**src/hw/rtl/lruws_pkg.sv**
```systemverilog
// Types and constants of the LRU working-set unit.
`timescale 1ns / 1ps
package lruws_pkg;

	localparam int LIST_DEPTH = 64;
	localparam int IDX_W      = $clog2(LIST_DEPTH);
	localparam int CNT_W      = 7;
	localparam int PID_W      = 5;
	localparam int PAGE_W     = 4;
	localparam int APB_AW     = 3;
	localparam int APB_DW     = 32;

	localparam logic [CNT_W-1:0] LIMIT_RESET = CNT_W'(4);

	// register word index (paddr[2])
	localparam logic REG_WS_LIMIT = 1'b0;

	// outcome codes
	localparam logic [1:0] OUT_HIT     = 2'd0;
	localparam logic [1:0] OUT_FAULT   = 2'd1;
	localparam logic [1:0] OUT_REPLACE = 2'd2;
	localparam logic [1:0] OUT_DROPPED = 2'd3;

	typedef struct packed {
		logic [PID_W-1:0]  process_id;
		logic [PAGE_W-1:0] page_number;
	} in_item_t;

	typedef struct packed {
		logic [1:0]        outcome;
		logic [PAGE_W-1:0] evicted_page;
		logic [CNT_W-1:0]  resident_count;
	} out_item_t;

	// one list entry
	typedef struct packed {
		logic [PID_W-1:0]  pid;
		logic [PAGE_W-1:0] page;
	} entry_t;

	// sequencer to scan unit
	typedef struct packed {
		logic             clear;
		logic             step;
		entry_t           entry;
		logic [IDX_W-1:0] pos;
	} scan_ctl_t;

	// scan unit accumulators
	typedef struct packed {
		logic              hit;
		logic [IDX_W-1:0]  hit_pos;
		logic              pid_seen;
		logic [IDX_W-1:0]  old_pos;
		logic [PAGE_W-1:0] old_page;
		logic [CNT_W-1:0]  count;
	} scan_res_t;

endpackage

```
**src/hw/rtl/lruws_scan.sv**
```systemverilog
// Compare-and-count unit: takes one list entry a cycle while step is set and accumulates match info.
`timescale 1ns / 1ps
module lruws_scan (
	input  logic               clk,
	input  logic               arst_n,
	input  lruws_pkg::entry_t    key,
	input  lruws_pkg::scan_ctl_t ctl,
	output lruws_pkg::scan_res_t res
);
	import lruws_pkg::*;

	scan_res_t res_q;
	logic      pid_match;
	logic      full_match;

	// shared comparator
	assign pid_match  = (ctl.entry.pid == key.pid);
	assign full_match = pid_match && (ctl.entry.page == key.page);

	// accumulate first hit, oldest entry of the process and its count
	always_ff @(posedge clk or negedge arst_n) begin
		if (!arst_n) begin
			res_q <= '0;
		end else if (ctl.clear) begin
			res_q <= '0;
		end else if (ctl.step) begin
			if (full_match && !res_q.hit) begin
				res_q.hit     <= 1'b1;
				res_q.hit_pos <= ctl.pos;
			end
			if (pid_match) begin
				res_q.count <= res_q.count + CNT_W'(1);
				if (!res_q.pid_seen) begin
					res_q.pid_seen <= 1'b1;
					res_q.old_pos  <= ctl.pos;
					res_q.old_page <= ctl.entry.page;
				end
			end
		end
	end

	assign res = res_q;

endmodule

```
**src/hw/rtl/lru_page_replacement_working_set_unit.sv**
```systemverilog
// Sequence: a scan of the used entries, a decide step, then for a hit or replacement a
// close-up shift of the entries behind the matched or oldest position, one write step
// (skipped when the reference is dropped) and a result step.
// Throughput: one reference at a time; the list memory port (one read, one write a cycle)
// sets the pace. A finished result waits in an output register while the next is taken.
// Reset: list empty (fill count zero), limit 4, no result pending; no clearing pass.
`timescale 1ns / 1ps
module lru_page_replacement_working_set_unit (
	input  logic                          clk,
	input  logic                          arst_n,
	// reference channel
	input  logic                          in_valid,
	output logic                          in_stall,
	input  lruws_pkg::in_item_t           in_data,
	// result channel
	output logic                          out_valid,
	input  logic                          out_stall,
	output lruws_pkg::out_item_t          out_data,
	// configuration
	input  logic                          psel,
	input  logic                          penable,
	input  logic                          pwrite,
	input  logic [lruws_pkg::APB_AW-1:0]  paddr,
	input  logic [lruws_pkg::APB_DW-1:0]  pwdata,
	output logic [lruws_pkg::APB_DW-1:0]  prdata,
	output logic                          pready
);
	import lruws_pkg::*;

	typedef enum logic [2:0] {
		S_IDLE,
		S_SCAN,
		S_DECIDE,
		S_SHIFT,
		S_WRITE,
		S_FINISH
	} state_t;

	state_t           state_q;
	logic [CNT_W-1:0] limit_q;
	logic [CNT_W-1:0] used_q;
	entry_t           key_q;
	logic [CNT_W-1:0] issue_idx_q;
	logic             rd_vld_q;
	logic [IDX_W-1:0] rd_pos_q;
	logic [IDX_W-1:0] app_addr_q;
	logic             grow_q;
	out_item_t        res_q;
	out_item_t        out_q;
	logic             out_valid_q;

	entry_t           mem [LIST_DEPTH];
	entry_t           rd_data_q;

	logic             in_acc;
	logic             out_acc;
	logic             issue;
	logic [IDX_W-1:0] rd_addr;
	logic             we;
	logic [IDX_W-1:0] wr_addr;
	entry_t           wr_data;
	logic [CNT_W-1:0] limit_eff;
	scan_ctl_t        scan_ctl;
	scan_res_t        scan_res;

	// handshakes
	assign in_stall = (state_q != S_IDLE);
	assign in_acc   = in_valid && !in_stall;
	assign out_acc  = out_valid_q && !out_stall;
	assign out_valid = out_valid_q;
	assign out_data  = out_q;

	// config port
	assign pready = 1'b1;
	assign prdata = (paddr[2] == REG_WS_LIMIT) ? APB_DW'(limit_q) : '0;

	always_ff @(posedge clk or negedge arst_n) begin
		if (!arst_n) begin
			limit_q <= LIMIT_RESET;
		end else if (psel && penable && pwrite && pready && paddr[2] == REG_WS_LIMIT) begin
			limit_q <= pwdata[CNT_W-1:0];
		end
	end

	// a limit of zero acts as one
	assign limit_eff = (limit_q == '0) ? CNT_W'(1) : limit_q;

	// list memory read side: one entry per cycle while scanning or shifting
	assign issue   = (state_q == S_SCAN || state_q == S_SHIFT) && (issue_idx_q < used_q);
	assign rd_addr = issue_idx_q[IDX_W-1:0];

	always_ff @(posedge clk) begin
		rd_data_q <= mem[rd_addr];
	end

	// list memory write side: shift down by one, or append the key
	always_comb begin
		we      = 1'b0;
		wr_addr = app_addr_q;
		wr_data = key_q;
		if (state_q == S_SHIFT && rd_vld_q) begin
			we      = 1'b1;
			wr_addr = rd_pos_q - IDX_W'(1);
			wr_data = rd_data_q;
		end else if (state_q == S_WRITE) begin
			we = 1'b1;
		end
	end

	always_ff @(posedge clk) begin
		if (we) begin
			mem[wr_addr] <= wr_data;
		end
	end

	// scan unit drive
	always_comb begin
		scan_ctl.clear = in_acc;
		scan_ctl.step  = (state_q == S_SCAN) && rd_vld_q;
		scan_ctl.entry = rd_data_q;
		scan_ctl.pos   = rd_pos_q;
	end

	lruws_scan u_scan (
		.clk    (clk),
		.arst_n (arst_n),
		.key    (key_q),
		.ctl    (scan_ctl),
		.res    (scan_res)
	);

	// sequencer
	always_ff @(posedge clk or negedge arst_n) begin
		if (!arst_n) begin
			state_q     <= S_IDLE;
			used_q      <= '0;
			issue_idx_q <= '0;
			rd_vld_q    <= 1'b0;
			rd_pos_q    <= '0;
			app_addr_q  <= '0;
			grow_q      <= 1'b0;
			out_valid_q <= 1'b0;
			key_q       <= '0;
			res_q       <= '0;
			out_q       <= '0;
		end else begin
			if (out_acc) begin
				out_valid_q <= 1'b0;
			end

			// read pipeline tracking
			if (issue) begin
				issue_idx_q <= issue_idx_q + CNT_W'(1);
				rd_pos_q    <= issue_idx_q[IDX_W-1:0];
			end
			rd_vld_q <= issue;

			case (state_q)
				S_IDLE: begin
					if (in_acc) begin
						key_q.pid   <= in_data.process_id;
						key_q.page  <= in_data.page_number;
						issue_idx_q <= '0;
						rd_vld_q    <= 1'b0;
						state_q     <= S_SCAN;
					end
				end
				S_SCAN: begin
					if (!issue && !rd_vld_q) begin
						state_q <= S_DECIDE;
					end
				end
				S_DECIDE: begin
					res_q.evicted_page   <= '0;
					res_q.resident_count <= scan_res.count;
					grow_q               <= 1'b0;
					rd_vld_q             <= 1'b0;
					app_addr_q           <= IDX_W'(used_q - CNT_W'(1));
					if (scan_res.hit) begin
						res_q.outcome <= OUT_HIT;
						issue_idx_q   <= CNT_W'(scan_res.hit_pos) + CNT_W'(1);
						state_q       <= S_SHIFT;
					end else if (scan_res.count >= limit_eff) begin
						res_q.outcome      <= OUT_REPLACE;
						res_q.evicted_page <= scan_res.old_page;
						issue_idx_q        <= CNT_W'(scan_res.old_pos) + CNT_W'(1);
						state_q            <= S_SHIFT;
					end else if (used_q == CNT_W'(LIST_DEPTH)) begin
						res_q.outcome <= OUT_DROPPED;
						state_q       <= S_FINISH;
					end else begin
						res_q.outcome        <= OUT_FAULT;
						res_q.resident_count <= scan_res.count + CNT_W'(1);
						app_addr_q           <= used_q[IDX_W-1:0];
						grow_q               <= 1'b1;
						state_q              <= S_WRITE;
					end
				end
				S_SHIFT: begin
					if (!issue && !rd_vld_q) begin
						state_q <= S_WRITE;
					end
				end
				S_WRITE: begin
					if (grow_q) begin
						used_q <= used_q + CNT_W'(1);
					end
					state_q <= S_FINISH;
				end
				S_FINISH: begin
					if (!out_valid_q || !out_stall) begin
						out_q       <= res_q;
						out_valid_q <= 1'b1;
						state_q     <= S_IDLE;
					end
				end
				default: begin
					state_q <= S_IDLE;
				end
			endcase
		end
	end

endmodule

```
**config.mk**
```make
export PLATFORM = sky130hd
export DESIGN_NAME = lru_page_replacement_working_set_unit
export DESIGN_NICKNAME = d
export VERILOG_FILES = /design/src/hw/rtl/lruws_pkg.sv /design/src/hw/rtl/lruws_scan.sv /design/src/hw/rtl/lru_page_replacement_working_set_unit.sv
export SDC_FILE = /design/constraint.sdc
export NUM_CORES = 1
export LEC_CHECK = 0
export ABC_AREA = 1
export BUFFER_PORTS_ARGS = -buffer_cell sky130_fd_sc_hd__clkbuf_2
export CORE_MARGIN = 5
export CORE_UTILIZATION = 55
export CTS_CLUSTER_SIZE = 20
export DETAILED_ROUTE_END_ITERATION = 16
export PLACE_DENSITY_LB_ADDON = 0.15
export SLEW_MARGIN = 20
export SYNTH_ARGS = -nofsm -noshare
export SYNTH_HDL_FRONTEND = slang
export SYNTH_HIERARCHICAL = 1
export SYNTH_SLANG_ARGS = --single-unit
```
**constraint.sdc**
```tcl
create_clock -name clk -period 2.8 [get_ports clk]
set_input_delay 0 -clock clk [delete_from_list [all_inputs] [get_ports clk]]
set_output_delay 0 -clock clk [all_outputs]
set_load 0.03 [all_outputs]
```
# --- After elaboration in Yosys (flattened, before gate mapping) ---
# Memory sizes are Yosys's and may differ from the RTL's. A register that Yosys moved wholly into a read port is not among the register bits.
# Index checks and enable logic that the tools add are counted.
op_classes:
  add_sub_neg: 7
  n_eq_ne: 13
  mux: 44
  order_cmp: 2
  n_bitwise: 1
  n_reduce_logical: 32
ops:
  columns: ["op", "n"]
  rows:
  - ["2-to-1 mux 7 bit", 9]
  - ["2-to-1 mux 25 bit", 2]
  - ["2-to-1 mux 6 bit", 4]
  - ["adder 7 x 1 -> 7 bit (second input constant)", 3]
  - ["2-to-1 mux 18 bit", 1]
  - ["2-to-1 mux 3 bit", 6]
  - ["one-hot mux 3 bit (6 select lines)", 1]
  - ["adder 6 x 1 -> 7 bit (second input constant)", 2]
  - ["one-hot mux 7 bit (2 select lines)", 1]
  - ["2-to-1 mux 1 bit", 12]
  - ["subtractor 6 x 1 -> 6 bit (second input constant)", 2]
  - ["logical AND 1 bit", 11]
  - ["2-to-1 mux 11 bit", 1]
  - ["2-to-1 mux 10 bit", 1]
  - ["AND reduction 2 bit", 5]
  - ["2-to-1 mux 9 bit", 1]
  - ["== test 7 bit (second input constant)", 1]
  - ["greater-or-equal comparator 7 bit", 1]
  - ["zero test 7 bit", 1]
  - ["less-than comparator 7 bit", 1]
  - ["== test 3 x 2 -> 1 bit (second input constant)", 2]
  - ["== test 3 bit (second input constant)", 2]
  - ["zero test 1 bit", 6]
  - ["2-to-1 mux 2 bit", 3]
  - ["other kinds (14)", 20]
word_totals:
  elab_cells: 123
  memories: 1
  ff_bits: 99
  inputBits: 51
  ram_bits: 576
  output_inout_bits: 48
memory_table:
  columns: ["name", "words", "width", "read_ports", "rd_ports_with_merged_regs", "write_ports", "line", "source"]
  rows:
  - ["mem", 64, 9, 1, 1, 1, "lru_page_replacement_working_set_unit.sv:52", "entry_t mem [LIST_DEPTH];"]

# --- Longest topological paths before layout ---
logic_depth:
  ltp_word: 7
  mapped_depth: 16
  ltp_nobuf: 16

# --- Hierarchy ---
# Netlist, hierarchy kept.
modules_own_cells:
  columns: ["module", "seq_area_each_um2", "instances", "cells_per_inst", "area_per_inst_um2"]
  rows:
  - ["lru_page_replacement_working_set_unit", 19329.8, 1, 2585, 28102.0]
  - ["lruws_scan", 625.6, 1, 199, 1415.1]

# --- Worst setup path before layout ---
# OpenSTA, ideal clock, no wires.
synth_timing:
  path_kind: "register -> register"
  from: "reg rd_pos_q[0]"
  to: "mem mem[56][0] (netlist bit) (enable)"
  setup_ns: 0.374
  setup_slack_ns: 0.563
  path_buffers: 0
  arrival_time_ns: 1.863
  stages_incl_launch_ff: 10
  t_required_ns: 2.426
  period_less_slack_ns: 2.237
  path_cell_list: "dfrtp_1 inv_1 ha_1 nand3_1 xor2_1 nand2_1 nand2_1 inv_1 nand4_2 nor2_1"
synth_via:
  elab_chain_cells: 2
synth_lines:
  columns: ["element", "line", "source"]
  rows:
  - ["start, declared", "lru_page_replacement_working_set_unit.sv:45", "logic [IDX_W-1:0] rd_pos_q;"]
  - ["start signal, assigned", "lru_page_replacement_working_set_unit.sv:154", "rd_pos_q <= issue_idx_q[IDX_W-1:0];"]
  - ["subtractor 6 x 1 -> 6 bit", "lru_page_replacement_working_set_unit.sv:103", "wr_addr = rd_pos_q - IDX_W'(1);"]
  - ["2-to-1 mux 6 bit", "lru_page_replacement_working_set_unit.sv:101", "if (state_q == S_SHIFT && rd_vld_q) begin"]
  - ["end, declared", "lru_page_replacement_working_set_unit.sv:52", null]
# Every way passes these cells.

# --- Worst setup path in the final report ---
layout_timing:
  from: "reg state_q[2]"
  to: "mem mem[54][1] (netlist bit) (enable)"
layout_via:
  elab_chain_cells: 5
  elab_cells_between_ends: 8
  classes_between: "eq/ne (2); mux (5); reduce/logical (1)"
layout_lines:
  columns: ["element", "line", "source"]
  rows:
  - ["start, declared", "lru_page_replacement_working_set_unit.sv:39", "state_t state_q;"]
  - ["start signal, assigned", "lru_page_replacement_working_set_unit.sv:135", "state_q <= S_IDLE;"]
  - ["start signal, assigned", "lru_page_replacement_working_set_unit.sv:165", "state_q <= S_SCAN;"]
  - ["start signal, assigned", "lru_page_replacement_working_set_unit.sv:170", "state_q <= S_DECIDE;"]
  - ["== test 3 bit or == test 3 x 2 -> 1 bit (tied branches)", "lru_page_replacement_working_set_unit.sv:105, lru_page_replacement_working_set_unit.sv:101", null]
  - ["2-to-1 mux 1 bit or logical AND 1 bit (tied branches)", "lru_page_replacement_working_set_unit.sv:105, lru_page_replacement_working_set_unit.sv:101", null]
  - ["2-to-1 mux 1 bit", "lru_page_replacement_working_set_unit.sv:101", null]
  - ["2-to-1 mux 1 bit", "lru_page_replacement_working_set_unit.sv:111", "if (we) begin"]
  - ["2-to-1 mux 1 bit (not written as such)", "lru_page_replacement_working_set_unit.sv:112", "mem[wr_addr] <= wr_data;"]
# Several ways; a longest one is shown, not always the timed one.

==> flow_summary.yaml <==
power_and_ir_drop:
  irDropWorstVdd_mv: 1.015
  powerDensity_nw_per_um2: 1013
  leakage_nw: 13.37
logic_synthesis:
  netlist_area_um2: 29520
  synth_fa_ha_area_frac: 0.008902
  synth_edf_count: 576
  ys_warn_count: 6
  muxShareOfSynthArea: 0.001526
  ys_async_sr_fraction: 0.1447
  ys_ff_latch: 684
  yosys-top-cells-count: "nand2_1 (951), edfxtp_1 (576), nand3_1 (243), nor2_1 (215), a21oi_1 (104)"
  syn_area_per_cell_um2: 10.60
  synth_top_area_share: 0.5860
  ys_types: 43
  synth_flop_cell: "edfxtp_1"
  synthCells: 2784
  synthXorXnorAreaFrac: 0.007121
  synth_area_leaders: "edfxtp_1 (59%), nand2_1 (12%), dfrtp_1 (8.3%), nand3_1 (4.1%), nor2_1 (2.7%)"
  synth_top_area_cell: "edfxtp_1"
  synth_most_common_cell: "nand2_1"
  synth_top_family_by_area: "simple AND/OR/NAND/NOR gates"
  synth_compound_area_frac: 0.06045
  yosys.area_share.simple: 0.2049
  seq_area_frac_synth: 0.6761
layout:
  antenna_cells: 0
  final_layout_size_suffix_gt1_frac: 0.1099
  syn2layout_area_growth_pct: 13.78
  final_cells: 3662
  stdcell_area_um2: 33580
  fin_nets: 2990
setup_path:
  crit_type: "flip-flop to flip-flop"
  r2r_start: "state_q[2]"
  critPathArrivalTime_ns: 2.95
  critPathMaxFanout: 18
  ff2ff_path_depth: 10
  cp-end-kind: "flip-flop"
  crit_required_ns: 3.12
  critPathLaunchType: "flip-flop"
  cp-startpoint: "state_q[2]"
global_route:
  grt_pass1_vias: 19710
  grt_usage: 0.2521
  antenna_found_initial: 0
  globalRouteOverflowTotal: 0
  grt_max_degree: 159
  grt_pass1_wl_mm: 114.7
cts:
  numCtsBuffers: 71
  cts.htree.levels: 3
  postCtsSetupBuffers: 0
  clkSlewWorstSetupHoldPaths_ns: 0.06
  clk_latency_ns: 0.61
  cts_root_buf: "clkbuf_16"
  ctsLongestPathBuffers: 3
  cts_sinks: 684
  cts_tree: "done"
timing:
  period_share: 0.9417
  tns_ns: 0
  hold_viol: 0
  worstMarginPinSlew_ns: 0.8930
  min_period_ns: 2.637
  finalMaxSlewViolations: 0
  clock_skew_ns: 0.02770
  finalSetupViolCount: 0
  max_freq_mhz: 379.2
  hold_ws_ns: 0.08700
  slew_headroom: 0.4047
  rsz0062_at_grt: "no"
placement:
  dp_cells: 3515
  postPlaceCellArea_um2: 31140
  io_buffers: 45
  dp_hpwl_mm: 46.26
  gp_congestion: 0.8831
drt:
  wirelength_mm: 74.62
  vias: 20530
  wl_per_cell_um: 20.38
  drtPass1Iterations: 6
  drt_iter0_drc: 2076
  drc: 0
  final_antenna_net_count: 0
  routed_via_density: 5.605
floorplanning:
  start_util: 0.5518
  die-area_um2: 58400
  ios: 99
  rows: 85
  coreArea_um2: 53500
  die_y_um: 241.7
  die_w_um: 241.7
worst_hold_path:
  hold_path.class: "input port to async pin"
status:
  status: "complete, no violations"
flow_run:
  drv_cap: 0
-- layer usage --
metal	track usage	vias to the layer above	share of wire
met5	0	-	0
met4	0.09399	0	0.039
met3	0.04064	170	0.078
li1	-	9691	-
met1	0.3575	9819	0.42
met2	0.3997	845	0.47
-- area by class of cell --
class | instances | area, um^2
clock buffer | 97 | 1927
clock inverter | 24 | 246.5
fill | 4203 | 19910
inverter | 111 | 424.2
multi-input combinational | 1850 | 8486
sequential | 684 | 19960
tap | 696 | 870.8
timing repair buffer | 200 | 1669
-- cells in the final DEF (no fill, tap or decap), types with 17 or more instances in the layout --
| cell | instances |
|---|---|
| edfxtp_1 | 576 |
| clkbuf_1 | 23 |
| conb_1 | 26 |
| o21ai_0 | 91 |
| dlygate4sd3_1 | 26 |
| clkbuf_2 | 44 |
| a21oi_1 | 104 |
| ha_1 | 21 |
| nand2_2 | 19 |
| buf_12 | 17 |
| buf_4 | 113 |
| nand2_1 | 941 |
| nand3_1 | 243 |
| o22ai_1 | 33 |
| clkbuf_16 | 73 |
| a21boi_0 | 36 |
| inv_1 | 98 |
| o211ai_1 | 36 |
| nor2_1 | 215 |
| xor2_1 | 18 |
| dfrtp_1 | 96 |
-- worst max-delay path: stages (launching register included) --
cell and delay [ns]:
dfrtp_1 0.42, inv_2 0.08, nand2_2 0.07, inv_2 0.10, nand3_4 0.20, inv_2 0.29, o21ai_2 0.16, inv_1 0.22
nand4_2 0.35, nor2_1 0.25, buf_4 0.21
-- repair_timing --
item | in CTS | in global routing
gates resized for setup | 0 | 1
hold endpoints to repair | 90 | 0
setup endpoints to repair | 0 | 23
hold buffers | 26 | 0
-- logic make-up after synthesis --
group | Yosys count
AO/OA/AOI/OAI | 309
XOR/XNOR | 24
adder cells (fa/ha/maj) | 21
buffers and inverters | 274
flip-flops | 684
multiplexers | 4
other | 2
AND/OR/NAND/NOR | 1466
-- sequential cells by signal, summed over array words and instances (netlist names) --
name / cells
app_addr_q: 6
grow_q: 1
issue_idx_q: 7
key_q: 9
limit_q: 7
mem: 576
out_data: 13
out_valid: 1
rd_data_q: 9
rd_pos_q: 6
rd_vld_q: 1
res_q: 13
state_q: 3
u_scan/res: 25
used_q: 7
-- power by group --
part | total (mW) | switching (mW) | internal [mW] | leakage (nW)
registers | 13.5 | 0.568 | 12.9 | 6.60
logic | 11.6 | 8.50 | 3.12 | 5.73
clock network | 8.95 | 3.76 | 5.18 | 1.04
total | 34.0 | 12.8 | 21.2 | 13.4
-- per-stage QoR --
step                      total power, mW  worst slack, ns    util
after floorplan                     20.63           0.5627       -
after global placement              24.89           0.2601  0.5821
after detailed placement            25.09           0.1777  0.5821
after CTS                           34.04           0.1748  0.6276
after global routing                35.77         0.006333  0.6278
final                               34.02           0.1631  0.6278
-- final timing paths --
check	endpoint	slack, ns
worst max-delay path	mem[54][1]	0.16
worst min-delay path	out_data[10]	0.09
worst max register to register	mem[54][1]	0.16
worst min register to register	out_data[4]	0.48
max in group asynchronous	issue_idx_q[0]	1.91
min in group clk	key_q[7]	0.13
(Power assumes the default switching activity.)
